<file path="src/rtl/assert_macros.svh">
// assertion macros used by the top level rtl file
`ifndef ASSERT_MACROS_SVH
`define ASSERT_MACROS_SVH

// property checked at every rising clock edge, off while reset is asserted
`define ASSERT_CLK(label, prop, msg) \
  label: assert property (@(posedge clk_i) disable iff (!rst_ni) (prop)) else $error(msg);

// condition that must never be seen at a rising clock edge
`define ASSERT_NEVER(label, cond, msg) \
  label: assert property (@(posedge clk_i) disable iff (!rst_ni) !(cond)) else $error(msg);

`endif

</file>
<file path="src/rtl/esutc_pkg.sv">
// constants and month table for the epoch seconds to utc date converter
`timescale 1ns / 1ps
`default_nettype none

package esutc_pkg;

  localparam logic [16:0] SecsPerDay = 17'd86400;
  localparam logic [5:0]  SecsPerMin = 6'd60;
  localparam logic [10:0] BaseYear   = 11'd1970;
  localparam logic [8:0]  DaysCommon = 9'd365;
  localparam logic [8:0]  DaysLeap   = 9'd366;
  localparam logic [3:0]  LastMonth  = 4'd11;

  // ceil(2^34 / 675): seconds / 128 times this, shifted down 34, gives the day count
  localparam logic [24:0] DayRecip   = 25'd25451659;
  // ceil(2^19 / 15): value / 4 times this, shifted down 19, gives value / 60
  localparam logic [15:0] MinRecip   = 16'd34953;

  // month length, months numbered from zero
  function automatic logic [4:0] month_len(input logic [3:0] mon, input logic leap);
    logic [4:0] len;
    case (mon)
      4'd1:    len = leap ? 5'd29 : 5'd28;
      4'd3:    len = 5'd30;
      4'd5:    len = 5'd30;
      4'd8:    len = 5'd30;
      4'd10:   len = 5'd30;
      default: len = 5'd31;
    endcase
    return len;
  endfunction

endpackage

`default_nettype wire

</file>
<file path="src/rtl/epoch_seconds_to_utc_date.sv">
// top level: unix epoch seconds to gregorian utc date and time
//
// channel   direction  handshake                  payload
// input     in         in_valid_i / in_ready_o    epoch_seconds_i
// output    out        out_valid_o / out_ready_i  year, month, day, hour, minute, second, leap
//
// a transaction runs through the day count, time of day, minutes of day, second,
// hour and minute states of reciprocal multiply and remainder work, then the
// year walk that removes whole years, the month walk and the finish state, with
// the shared multiplier and subtractor doing the arithmetic; the next transaction
// is taken only once the result is loaded into the output register
// reset clears the sequencer and the output valid; no clearing pass
// the result sits in an output register, so a new transaction is taken while
// the previous result still waits on out_ready_i
`timescale 1ns / 1ps
`default_nettype none
`include "assert_macros.svh"

module epoch_seconds_to_utc_date
  import esutc_pkg::*;
(
  input  wire logic        clk_i,
  input  wire logic        rst_ni,
  input  wire logic        in_valid_i,
  output logic             in_ready_o,
  input  wire logic [30:0] epoch_seconds_i,
  output logic             out_valid_o,
  input  wire logic        out_ready_i,
  output logic [10:0]      year_o,
  output logic [3:0]       month_number_o,
  output logic [4:0]       day_of_month_o,
  output logic [4:0]       hour_o,
  output logic [5:0]       minute_o,
  output logic [5:0]       second_o,
  output logic             leap_year_o
);

  // sequencer states
  localparam logic [3:0] StIdle   = 4'd0;
  localparam logic [3:0] StDivDay = 4'd1;  // day count by reciprocal multiply
  localparam logic [3:0] StTod    = 4'd2;  // time of day = seconds - days * 86400
  localparam logic [3:0] StDivMin = 4'd3;  // minutes of day = time of day / 60
  localparam logic [3:0] StSec    = 4'd4;  // second = time of day - minutes * 60
  localparam logic [3:0] StDivHr  = 4'd5;  // hour = minutes of day / 60
  localparam logic [3:0] StMin    = 4'd6;  // minute = minutes of day - hour * 60
  localparam logic [3:0] StYear   = 4'd7;  // remove whole years
  localparam logic [3:0] StMonth  = 4'd8;  // walk month lengths
  localparam logic [3:0] StDone   = 4'd9;  // hand result to output register

  logic [3:0]  state_q, state_d;
  logic [30:0] num_q, num_d;    // seconds, then minutes of day, then hour
  logic [16:0] rem_q, rem_d;    // time of day, then hour, then minute
  logic [14:0] days_q, days_d;
  logic [5:0]  sec_q, sec_d;
  logic [10:0] year_q, year_d;
  logic [3:0]  mon_q, mon_d;
  logic        leap_q, leap_d;

  // output register
  logic        out_valid_q, out_valid_d;
  logic [10:0] year_out_q;
  logic [3:0]  month_out_q;
  logic [4:0]  day_out_q;
  logic [4:0]  hour_out_q;
  logic [5:0]  minute_out_q;
  logic [5:0]  second_out_q;
  logic        leap_out_q;
  logic        load_out;

  // shared multiplier and shared subtract and compare unit
  logic [24:0] mul_a, mul_b;
  logic [49:0] mul_p;
  logic [17:0] op_a, op_b;
  logic [18:0] diff;
  logic        fits;
  logic        leap_now;
  logic [8:0]  year_len;

  // within 1970..2038 the 4/100/400 rule reduces to divisibility by four
  assign leap_now = (year_q[1:0] == 2'b00);
  assign year_len = leap_now ? DaysLeap : DaysCommon;

  always_comb begin
    case (state_q)
      StDivDay:        mul_a = {1'b0, num_q[30:7]};
      StTod:           mul_a = {10'd0, days_q};
      StDivMin:        mul_a = {10'd0, rem_q[16:2]};
      StSec:           mul_a = {14'd0, num_q[10:0]};
      StDivHr:         mul_a = {16'd0, num_q[10:2]};
      StMin:           mul_a = {20'd0, rem_q[4:0]};
      default:         mul_a = '0;
    endcase
    case (state_q)
      StDivDay:        mul_b = DayRecip;
      StTod:           mul_b = {8'd0, SecsPerDay};
      StDivMin, StDivHr: mul_b = {9'd0, MinRecip};
      StSec, StMin:    mul_b = {19'd0, SecsPerMin};
      default:         mul_b = '0;
    endcase
  end

  assign mul_p = {25'd0, mul_a} * {25'd0, mul_b};

  always_comb begin
    case (state_q)
      StTod:           op_a = {1'b0, num_q[16:0]};
      StSec:           op_a = {1'b0, rem_q};
      StMin:           op_a = {7'd0, num_q[10:0]};
      StYear, StMonth: op_a = {3'b000, days_q};
      default:         op_a = '0;
    endcase
    case (state_q)
      StTod, StSec, StMin: op_b = {1'b0, mul_p[16:0]};
      StYear:            op_b = {9'd0, year_len};
      StMonth:           op_b = {13'd0, month_len(mon_q, leap_q)};
      default:           op_b = '0;
    endcase
  end

  assign diff = {1'b0, op_a} - {1'b0, op_b};
  assign fits = ~diff[18];

  assign in_ready_o = (state_q == StIdle);
  assign load_out   = (state_q == StDone) && (!out_valid_q || out_ready_i);

  always_comb begin
    state_d = state_q;
    num_d   = num_q;
    rem_d   = rem_q;
    days_d  = days_q;
    sec_d   = sec_q;
    year_d  = year_q;
    mon_d   = mon_q;
    leap_d  = leap_q;
    case (state_q)
      StIdle: begin
        if (in_valid_i) begin
          num_d   = epoch_seconds_i;
          state_d = StDivDay;
        end
      end
      StDivDay: begin
        days_d  = mul_p[48:34];
        state_d = StTod;
      end
      StTod: begin
        // remainder is below 86400, so the low 17 bits are exact
        rem_d   = diff[16:0];
        state_d = StDivMin;
      end
      StDivMin: begin
        num_d   = {20'd0, mul_p[29:19]};
        state_d = StSec;
      end
      StSec: begin
        sec_d   = diff[5:0];
        state_d = StDivHr;
      end
      StDivHr: begin
        rem_d   = {12'd0, mul_p[23:19]};
        state_d = StMin;
      end
      StMin: begin
        // hour moves to num_q, minute to rem_q
        num_d   = {26'd0, rem_q[4:0]};
        rem_d   = {11'd0, diff[5:0]};
        year_d  = BaseYear;
        state_d = StYear;
      end
      StYear: begin
        if (fits) begin
          days_d = diff[14:0];
          year_d = year_q + 11'd1;
        end else begin
          leap_d  = leap_now;
          mon_d   = '0;
          state_d = StMonth;
        end
      end
      StMonth: begin
        if (mon_q == LastMonth || !fits) begin
          state_d = StDone;
        end else begin
          days_d = diff[14:0];
          mon_d  = mon_q + 4'd1;
        end
      end
      StDone: begin
        if (load_out) begin
          state_d = StIdle;
        end
      end
      default: begin
        state_d = StIdle;
      end
    endcase
  end

  always_comb begin
    out_valid_d = out_valid_q && !out_ready_i;
    if (load_out) begin
      out_valid_d = 1'b1;
    end
  end

  always_ff @(posedge clk_i or negedge rst_ni) begin
    if (!rst_ni) begin
      state_q     <= StIdle;
      out_valid_q <= 1'b0;
    end else begin
      state_q     <= state_d;
      out_valid_q <= out_valid_d;
    end
  end

  always_ff @(posedge clk_i) begin
    num_q  <= num_d;
    rem_q  <= rem_d;
    days_q <= days_d;
    sec_q  <= sec_d;
    year_q <= year_d;
    mon_q  <= mon_d;
    leap_q <= leap_d;
  end

  always_ff @(posedge clk_i) begin
    if (load_out) begin
      year_out_q   <= year_q;
      month_out_q  <= mon_q + 4'd1;
      day_out_q    <= days_q[4:0] + 5'd1;
      hour_out_q   <= num_q[4:0];
      minute_out_q <= rem_q[5:0];
      second_out_q <= sec_q;
      leap_out_q   <= leap_q;
    end
  end

  assign out_valid_o    = out_valid_q;
  assign year_o         = year_out_q;
  assign month_number_o = month_out_q;
  assign day_of_month_o = day_out_q;
  assign hour_o         = hour_out_q;
  assign minute_o       = minute_out_q;
  assign second_o       = second_out_q;
  assign leap_year_o    = leap_out_q;

  // accepted transaction starts the day count
  `ASSERT_CLK(a_start_div, (in_valid_i && in_ready_o) |=> (state_q == StDivDay), "transaction did not start the day count")
  // the year walk never runs past the last reachable year
  `ASSERT_NEVER(a_year_bound, (state_q == StYear && year_q > 11'd2038), "year walk out of range")
  // a finished result waits in the done state while the output register is full
  `ASSERT_CLK(a_done_hold, (state_q == StDone && out_valid_q && !out_ready_i) |=> (state_q == StDone), "result dropped while output stalled")
  // fields in range whenever a result is offered
  `ASSERT_CLK(a_out_range, out_valid_o |-> (month_number_o >= 4'd1 && month_number_o <= 4'd12 && hour_o <= 5'd23 && minute_o <= 6'd59 && second_o <= 6'd59 && day_of_month_o != 5'd0), "result field out of range")

endmodule

`default_nettype wire
</file>
<file path="config.mk">
export PLATFORM = sky130hd
export DESIGN_NAME = epoch_seconds_to_utc_date
export DESIGN_NICKNAME = d
export VERILOG_FILES = /design/src/rtl/esutc_pkg.sv /design/src/rtl/epoch_seconds_to_utc_date.sv
export VERILOG_INCLUDE_DIRS = /design/src /design/src/rtl
export SDC_FILE = /design/constraint.sdc
export NUM_CORES = 1
export LEC_CHECK = 0
export BUFFER_PORTS_ARGS = -buffer_cell sky130_fd_sc_hd__buf_2
export CAP_MARGIN = 20
export CELL_PAD_IN_SITES_DETAIL_PLACEMENT = 1
export CELL_PAD_IN_SITES_GLOBAL_PLACEMENT = 2
export CORE_AREA = 2 2 217 219
export CTS_CLUSTER_SIZE = 25
export DETAILED_ROUTE_END_ITERATION = 12
export DIE_AREA = 0 0 219 221
export MAX_ROUTING_LAYER = met4
export PLACE_DENSITY = 0.95
export SLEW_MARGIN = 5
export SYNTH_ARGS = -nofsm -noshare
export SYNTH_HDL_FRONTEND = slang
export SYNTH_SLANG_ARGS = --single-unit
</file>
<file path="constraint.sdc">
create_clock -name clk_i -period 21.5 [get_ports clk_i]
set_input_delay 3.225 -clock clk_i [delete_from_list [all_inputs] [get_ports clk_i]]
set_output_delay 3.225 -clock clk_i [all_outputs]
set_load 0.02 [all_outputs]
</file>
# ---- Yosys cells after proc, flatten, opt, wreduce, memory -nomap -nowiden
# Cells that the tools add are included.
dict set report classes {
  n_reduce_logical 24
  n_eq_ne 21
  n_mux 24
  mul 1
  add_sub_neg 4
}
# cell n
set ops {}
lappend ops {{$pmux 24 s6} 1}
lappend ops {{$pmux 17 s3} 2}
lappend ops {{$pmux 25 s4} 1}
lappend ops {{$pmux 31 s3} 1}
lappend ops {{$pmux 17 s4} 1}
lappend ops {{$mul 25x25->49} 1}
lappend ops {{$pmux 15 s3} 1}
lappend ops {{$pmux 4 s10} 1}
lappend ops {{$mux 31} 1}
lappend ops {{$mux 15} 2}
lappend ops {{$mux 4} 6}
lappend ops {{$pmux 11 s2} 1}
lappend ops {{$eq 4x3->1 const B} 5}
lappend ops {{$eq 4x4->1 const B} 5}
lappend ops {{$sub 18x18->19} 1}
lappend ops {{$eq 4x2->1 const B} 3}
lappend ops {{$ne 2x2->1 const B} 6}
lappend ops {{$add 11x1->11 const B} 1}
lappend ops {{$mux 11} 1}
lappend ops {{$reduce_bool 3->1} 3}
lappend ops {{$eq 4x1->1 const B} 2}
lappend ops {{$pmux 4 s2} 1}
lappend ops {{$reduce_and 2->1} 3}
lappend ops {{$reduce_and 3->1} 2}
lappend ops {{15 further kinds} 22}
dict set report word_totals {
  out_inout_bits 40
  reg_bits 128
  inputBits 35
  elab_cells 90
}

# ---- Logic depth before layout (Yosys ltp)
# Gate-level depths: netlist of run 1.
dict set report logic_depth {
  ltp_word 9
  ltp_mapped 37
  mapped_depth_nobuf 36
}

# ---- Worst setup path before layout of run 1
# No wires, ideal clock.
dict set report synth_path {
  path_kind {register to register}
  start {register state_q[2]}
  end {register days_q[0] (enable)}
  required_time_ns 21.110
  synth_period_minus_slack_ns 8.608
  path_buffers 3
  setup_ns 0.390
  arrival_time_ns 8.218
  stages_incl_launch_ff 38
  setup_slack_ns 12.892
  cell_sequence {dfrtp_1 -> clkbuf_1 -> nand2b_1 -> clkbuf_1 -> nor3_1 -> clkbuf_1 -> nand2_1 -> inv_1 -> nor2_1 -> fa_1 -> inv_1 -> ha_1 -> inv_1 -> fa_1 -> inv_1 -> ha_1 -> inv_1 -> fa_1 -> [... 2 more ...] -> inv_1 -> fa_1 -> inv_1 -> ha_1 -> a21oi_1 -> nand2_1 -> o21ai_1 -> or2_2 -> nand2b_1 -> a21oi_1 -> xnor2_1 -> nand2_1 -> ha_1 -> nor3_1 -> nor2_1 -> o211ai_1 -> and2_0 -> o21bai_1}
}
dict set report synth_via {
  elab_chain_cells 9
  elab_cells_between_ends 23
  cone_classes {add/sub (1); mul (1); eq/ne (10); mux (4); reduce/logical (7)}
}
# element line_no
set synth_rtl {}
lappend synth_rtl {{start, declared} epoch_seconds_to_utc_date.sv:50} ;# logic [3:0] state_q, state_d;
lappend synth_rtl {{start signal, assigned} epoch_seconds_to_utc_date.sv:208} ;# state_q <= StIdle;
lappend synth_rtl {{start signal, assigned} epoch_seconds_to_utc_date.sv:211} ;# state_q <= state_d;
lappend synth_rtl {{$eq 4x3->1 (tied with other cells)} n/a}
lappend synth_rtl {{$reduce_or 2->1} epoch_seconds_to_utc_date.sv:93} ;# case (state_q)
lappend synth_rtl {{$pmux 25 s4} epoch_seconds_to_utc_date.sv:93}
lappend synth_rtl {{$mul 25x25->49} epoch_seconds_to_utc_date.sv:102} ;# assign mul_p = {25'd0, mul_a} * {25'd0, mul_b};
lappend synth_rtl {{$pmux 17 s3} epoch_seconds_to_utc_date.sv:112} ;# case (state_q)
lappend synth_rtl {{$sub 18x18->19} epoch_seconds_to_utc_date.sv:120} ;# assign diff = {1'b0, op_a} - {1'b0, op_b};
lappend synth_rtl {{$logic_or 1x1->1} epoch_seconds_to_utc_date.sv:181} ;# if (mon_q == LastMonth || !fits) begin
lappend synth_rtl {{$ne 2x2->1 (no line)} n/a}
lappend synth_rtl {{$reduce_and 3->1 (no line) (*)} n/a}
lappend synth_rtl {{end signal, assigned} epoch_seconds_to_utc_date.sv:219} ;# days_q <= days_d;
lappend synth_rtl {{end, declared} epoch_seconds_to_utc_date.sv:53} ;# logic [14:0] days_q, days_d;
# Mark *: on every way between the ends. The rest lies on a longest branch, timed or not.
# A chain may end at the register's enable or synchronous reset.

# ---- Worst setup path in the final report of run 1
dict set report layout_path {
  start {register state_q[1]}
  end {register year_q[6] (enable)}
}
dict set report layout_via {
  elab_chain_cells 8
  elab_cells_between_ends 21
  cone_classes {add/sub (1); mul (1); eq/ne (9); mux (4); reduce/logical (6)}
}
# element line_no
set layout_rtl {}
lappend layout_rtl {{$eq 4x3->1 (tied with other cells)} n/a}
lappend layout_rtl {{$reduce_or 2->1} epoch_seconds_to_utc_date.sv:93}
lappend layout_rtl {{$pmux 25 s4} epoch_seconds_to_utc_date.sv:93}
lappend layout_rtl {{$mul 25x25->49} epoch_seconds_to_utc_date.sv:102}
lappend layout_rtl {{$pmux 17 s3} epoch_seconds_to_utc_date.sv:112}
lappend layout_rtl {{$sub 18x18->19} epoch_seconds_to_utc_date.sv:120}
lappend layout_rtl {{$ne 2x2->1 (no line)} n/a}
lappend layout_rtl {{$reduce_and 2->1 (no line) (*)} n/a}
lappend layout_rtl {{end signal, assigned} epoch_seconds_to_utc_date.sv:221} ;# year_q <= year_d;
lappend layout_rtl {{end, declared} epoch_seconds_to_utc_date.sv:55} ;# logic [10:0] year_q, year_d;
# Marks and branches as above.

==> results.md, run 1 <==
* Root cell of the clock tree: clkbuf_16
* Die span in y at 221 um
* Initial antenna violation count at 3
* Core Region at 46060 um^2
* Critical path launch point type: register
* Synth warn at 0
* Total wire length at approximately 70000 um
* Clock sink total at 128
* Insertion delay to the later sink of the worst-skew pair at 0.45 ns
* Synth Cell Area at 21040 um^2
* Syn_area_per_cell at 9.860 um^2
* 1st-pass router iterations at 7
* Detailed Route Iter0 Violations at 1261
* Synth area leaders: fa_1 (30%), ha_1 (19%), edfxtp_1 (18%)
* M1 WL at between 20000 and 30000 um
* Period minus WS final at 9.978 ns
* Initial Util at 0.4568
* CP Data Required Time at about 22 ns
* Via density at ~5.6
* #FFs+latches synth at 128
* DR WL/cell at around 24 um
* Most instantiated library cell after synthesis: inv_1
* Fin. Hold Viols at 0
* Post-synth EDFFs at 123
* Post-synth top area share at 0.2988
* Main flop type after synthesis: edfxtp_1
* Max Used Layer: met4
* CTS tree: built
* ANT nets after route at 0
* Syn-to-layout area delta at 9.366%
* Share of post-route cells with drive strength above 1 at 0.07328
* GRT Util Overall at 0.3060
* H-tree depth at 4
* Synth area leader: fa_1
* Setup Skew at 0.01257 ns
* Slew @ Worst Pin at 1.081 ns
* CP max stage delay at 0.82 ns
* Slew margin rel. at 0.2766
* Critical Path Most Common Cell: inv_1
* Pin count of the biggest net entering global routing at 39
* Hold Crit Class: register to register
* Mapped Cells at 2134
* Register area share after synthesis at 0.1815
* I/O pins at between 70 and 80
* First-pass GRT wire length at 106700 um
* Clock-pin slew on the worst setup and hold paths at 0.07 ns
* GRT Residual Overflow at 0
* Endpoint class of the critical path: register
* Vias in the first global route at 17880
* DR WL met2 at 34510 um
* DR WL met3 at 3826 um
* Global placer's final weighted congestion at between 0.9 and 1
* CP max-delay cell: dfrtp_1
* RSZ-0062 raised after global routing: no
* Peak Freq at 0.1002 GHz
* Dpl hpwl at 60470 um
* Synth cell types at 82
* FP Rows at 79
* Die width at 219 um
* Setup violations, final at 0
* Tcrit/Tclk final at 0.4641
* Hold-fix buffer count after cts at 0
* # DRC at 0
* Bufs on Longest Clock Path at 2
* Setup total negative slack at 0 ns
* Nets at 2933
* CTS Buf Count at 17
* Status: finished clean
* CP Max Fanout at 22
* Max-slew violation count at 0
* WS Path Type: register to register
* Die area at 48400 um^2
* Post CTS Setup Buffer Count at 0
* Share of flip-flops with an asynchronous set or reset at 0.03906
* Max Cap Violations at 0
* Post-cts gate resize count at 0
* Via count at around 16000
* Critical Path AT at 10.13 ns
* Most instantiated cells after synthesis: inv_1 (558), ha_1 (318), fa_1 (314), edfxtp_1 (123), nand2_1 (112)
* IO Port Bufs at 74
-- cell families after synthesis --
kind of cell,share of synthesized area
XOR/XNOR,0.02248
flip-flops,0.1815
AO/OA/AOI/OAI,0.09360
multiplexers,0.005887
buffers and inverters,0.1079
other,0.0003569
adder cells (fa/ha/maj),0.4879
AND/OR/NAND/NOR,0.1004
-- flip-flops by register name, indices dropped and copies added, names as in the netlist --
| signal | flops |
|---|---|
| leap_q | 1 |
| second_o | 6 |
| year_q | 11 |
| state_q | 4 |
| days_q | 15 |
| month_number_o | 4 |
| minute_o | 6 |
| out_valid_o | 1 |
| mon_q | 4 |
| day_of_month_o | 5 |
| leap_year_o | 1 |
| sec_q | 6 |
| year_o | 11 |
| hour_o | 5 |
| rem_q | 17 |
| num_q | 31 |
-- worst max-delay path, delay by kind of cell, from the launching register on --
kind                       cells  cell delay, ns
adders and majority gates      9            3.51
AOI/OAI and AO/OA              6            1.86
and+or+nand+nor               13            2.26
buffers and inverters          9            1.03
DFF                            1            0.82
xor gates and xnor gates       1            0.16
-- area by class of cell --
class	instances	area, um^2
diodes	1	2.502
clock buffers	17	425.4
clock inverters	15	173.9
fillers	5273	23050
inverters	558	2095
multi-input cells	1467	15220
flip-flops and latches	128	3819
well taps	607	759.5
repair buffers	94	520.5
-- through the flow --
step	cell area (um^2)	hold slack, ns	cells	setup WS, ns	utilization
floorplan	21270	0.4003	2195	12.89	-
global placement	22400	0.4243	2853	11.58	0.4863
detailed placement	22400	0.4051	2853	11.27	0.4863
CTS	23000	0.4270	2885	11.26	0.4993
global route	23010	0.4350	2887	10.95	0.4996
finish	23010	0.4245	2887	11.52	0.4996
-- path summary, 6_finish.rpt --
check                            from           to  depth (start not counted)  slack [ns]
max                        state_q[1]    year_q[6]                         38       11.52
min                          sec_q[5]  second_o[5]                          0        0.42
max reg2reg                state_q[1]    year_q[6]                         38       11.52
min reg2reg                  sec_q[5]  second_o[5]                          0        0.42
max in group asynchronous      rst_ni  out_valid_o                          1       18.74
min in group asynchronous      rst_ni   state_q[0]                          1        2.60
-- placed cells by master (no fill, tap or decap), drive strengths merged, types with 13 or more instances in the layout --
cell / count
a31oi: 15
ha: 318
fa: 314
conb: 63
xnor2: 33
nand2: 112
buf: 94
o21ai: 53
or2: 14
a21oi: 75
a222oi: 15
clkbuf: 17
nand3: 24
nor2: 87
and2: 35
nand4: 13
inv: 565
a22oi: 14
a21o: 28
nor3: 23
nor2b: 18
and3: 57
edfxtp: 123
nand2b: 16
xor2: 21
-- routing by layer --
| metal | vias up | GRT usage |
|---|---|---|
| met5 | - | - |
| met4 | 0 | 0.06473 |
| met3 | 73 | 0.03340 |
| met2 | 492 | 0.5027 |
| met1 | 8347 | 0.4100 |
| li1 | 7112 | - |
Power of run 1 is not shown: default switching activity piles up to over one toggle a cycle in this logic, so the estimate is an artifact.
==> inputs of run 2 (changes only) <==
--- a/config.mk
+++ b/config.mk
@@ -6,16 +6,17 @@
 export SDC_FILE = /design/constraint.sdc
 export NUM_CORES = 1
 export LEC_CHECK = 0
+export ABC_AREA = 1
 export BUFFER_PORTS_ARGS = -buffer_cell sky130_fd_sc_hd__buf_2
 export CAP_MARGIN = 20
 export CELL_PAD_IN_SITES_DETAIL_PLACEMENT = 1
 export CELL_PAD_IN_SITES_GLOBAL_PLACEMENT = 2
-export CORE_AREA = 2 2 217 219
+export CORE_AREA = 2 2 252 254
 export CTS_CLUSTER_SIZE = 25
 export DETAILED_ROUTE_END_ITERATION = 12
-export DIE_AREA = 0 0 219 221
+export DIE_AREA = 0 0 254 256
 export MAX_ROUTING_LAYER = met4
-export PLACE_DENSITY = 0.95
+export PLACE_DENSITY = 0.86
 export SLEW_MARGIN = 5
 export SYNTH_ARGS = -nofsm -noshare
 export SYNTH_HDL_FRONTEND = slang
==> constraint.sdc (replaced) <==
create_clock -name clk_i -period 8.99 [get_ports clk_i]
set_input_delay 1.3485 -clock clk_i [delete_from_list [all_inputs] [get_ports clk_i]]
set_output_delay 1.3485 -clock clk_i [all_outputs]
set_load 0.02 [all_outputs]
==> results.md, run 2 <==
* Share of flip-flops with an asynchronous set or reset at 0.03906
* Commonest cells after routing, fill and taps aside: inv_1 (805), nand2_1 (496), ha_1 (317)
* Global placer's final weighted congestion at 0.9755
* Largest register FFs at 31
* Clock sink total at 128
* RSZ-0062 raised after global routing: no
* CP Data Required Time at 9.14 ns
* Setup total negative slack at 0 ns
* Die span in y at ~260 um
* Synth Cell Area at 22160 um^2
* Max Cap Violations at 0
* Post-synth EDFFs at ~120
* Total wire length at ~80000 um
* #FFs+latches synth at 128
* Register area at 3819 um^2
* Hold depth at 0
* Fin. Hold Viols at 0
* First-pass GRT wire length at 122500 um
* 1st-pass router iterations at 5
* GRT Residual Overflow at 0
* Mapped Cells at about 2700
* CP Max Fanout at 24
* Hold Crit Class: register to register
* Bufs on Longest Clock Path at 2
* Root cell of the clock tree: clkbuf_16
* Nets at 3506
* Die width at 254 um
* Most instantiated cells after synthesis: inv_1 (805), nand2_1 (498), ha_1 (318), fa_1 (314), nor2_1 (219)
* Setup Skew at 0.01504 ns
* H-tree depth at 4
* Die area at 65020 um^2
* Core Region at 62390 um^2
* Register area share after synthesis at 0.1723
* Critical Path Most Common Cell: inv_1
* Endpoint class of the critical path: register
* Placement Cell Area at approximately 24000 um^2
* Synth cell types at between 40 and 50
* CP max stage delay at 0.61 ns
* Peak Freq at 0.1159 GHz
* Syn-to-layout area delta at 11.21%
* # DRC at 0
* Synth area leaders: fa_1 (28%), ha_1 (18%), edfxtp_1 (17%)
* DR WL/cell at 21.72 um
* Post-synth top area share at 0.2837
* Pin count of the biggest net entering global routing at 39
* Multi-input gate area at 15420 um^2
* Slew @ Worst Pin at 1.069 ns
* CTS Buf Count at 17
* WS Path Type: register to register
* Period minus WS final at 8.625 ns
* Critical Path AT at 8.78 ns
* Via density at 4.801
* Initial Util at 0.3552
* Dpl hpwl at ~72000 um
* Tcrit/Tclk final at 0.9595
* CTS tree: built
* Reg with most FFs: num_q
* Biggest regs: num_q x31, rem_q x17, days_q x15
* Most instantiated library cell after synthesis: inv_1
* Share of post-route cells with drive strength above 1 at 0.07539
* FP Rows at 92
* ANT nets after route at 0
* Vias in the first global route at 19559
* Main flop type after synthesis: edfxtp_1
* I/O pins at 75
* Via count at 17760
* GRT Util Overall at 0.2653
* CP max-delay cell: fa_1
* Max-slew violation count at 0
* Reg2Reg Depth at 39
* Insertion delay to the later sink of the worst-skew pair at 0.47 ns
* Initial antenna violation count at 0
* Synth warn at 0
* Setup violations, final at 0
* Synth area leader: fa_1
* Detailed Route Iter0 Violations at 1228
* Critical path launch point type: register
* Commonest non-fill, non-tap cell in the layout: inv_1
* Post-route cell area at 24640 um^2
* Fillers at 7671
* Slew margin rel. at 0.2864
* Status: finished clean
* Clock-pin slew on the worst setup and hold paths at 0.06 ns
* IO Port Bufs at 74
* Syn_area_per_cell at 8.293 um^2
## run 2: cell types whose count changed after synthesis, moves of 23 or more
cell	before	now
nor2_1	86	219
inv_1	558	805
and2_1	34	11
clkbuf_1	35	5
and3_1	57	0
nand3_1	23	74
nand2_1	112	498
xnor2_1	33	9
## run 2: what timing repair did
item	in CTS	in global routing
endpoints found under the setup margin	0	32
hold buffers	0	0
gates resized for setup	0	13
buffers inserted	0	2
## run 2: final timing paths
check                      startpoint          end  slack (ns)
max                        state_q[0]    days_q[6]        0.36
min                          sec_q[3]  second_o[3]        0.42
max reg2reg                state_q[0]    days_q[6]        0.36
min reg2reg                  sec_q[3]  second_o[3]        0.42
max in group asynchronous      rst_ni   state_q[1]        8.15
min in group asynchronous      rst_ni   state_q[3]        0.69
## run 2: kinds of logic after synthesis
logic type                 synth area share
AOI/OAI and AO/OA                   0.04687
xor gates and xnor gates           0.009091
adders and majority gates            0.4632
DFF                                  0.1723
other                             0.0003389
buffers and inverters                0.1447
and+or+nand+nor                      0.1634
## run 2: critical path: cells and delay by family (launching register included)
family | cells | cell delay, ns
AND/OR/NAND/NOR | 15 | 2.23
flip-flops | 1 | 0.46
adder cells (fa/ha/maj) | 9 | 3.59
buffers and inverters | 12 | 1.53
AO/OA/AOI/OAI | 3 | 0.46
## run 2: per-layer routing
metal	global-route usage	routed length, um	vias to the layer above
li1	-	-	8267
met3	0.03854	4005	58
met5	-	0	-
met4	0.04690	1263	0
met1	0.3817	39120	9037
met2	0.3999	35940	398
## run 2: layout make-up
type,instances,area share
sequential,128,0.1550
antenna,1,0.0001015
timing repair buffer,108,0.02650
clock inverter,15,0.006905
multi-input combinational,1761,0.6259
tap,846,0.04296
clock buffer,17,0.01726
inverter,823,0.1254
## run 2: metrics by stage
| stage | std cells | hold WS [ns] | worst slack [ns] | util |
|---|---|---|---|---|
| 2_1_floorplan | 2733 | 0.4003 | 0.9031 | - |
| 3_3_place_gp | 3663 | 0.4220 | 0.1954 | 0.3840 |
| 3_5_place_dp | 3663 | 0.4123 | 0.1318 | 0.3840 |
| 4_1_cts | 3695 | 0.4273 | 0.03596 | 0.3935 |
| 5_1_grt | 3698 | 0.4377 | 0.04980 | 0.3949 |
| 6_report | 3699 | 0.4234 | 0.3645 | 0.3950 |
Power of run 2 is left out for the same reason.
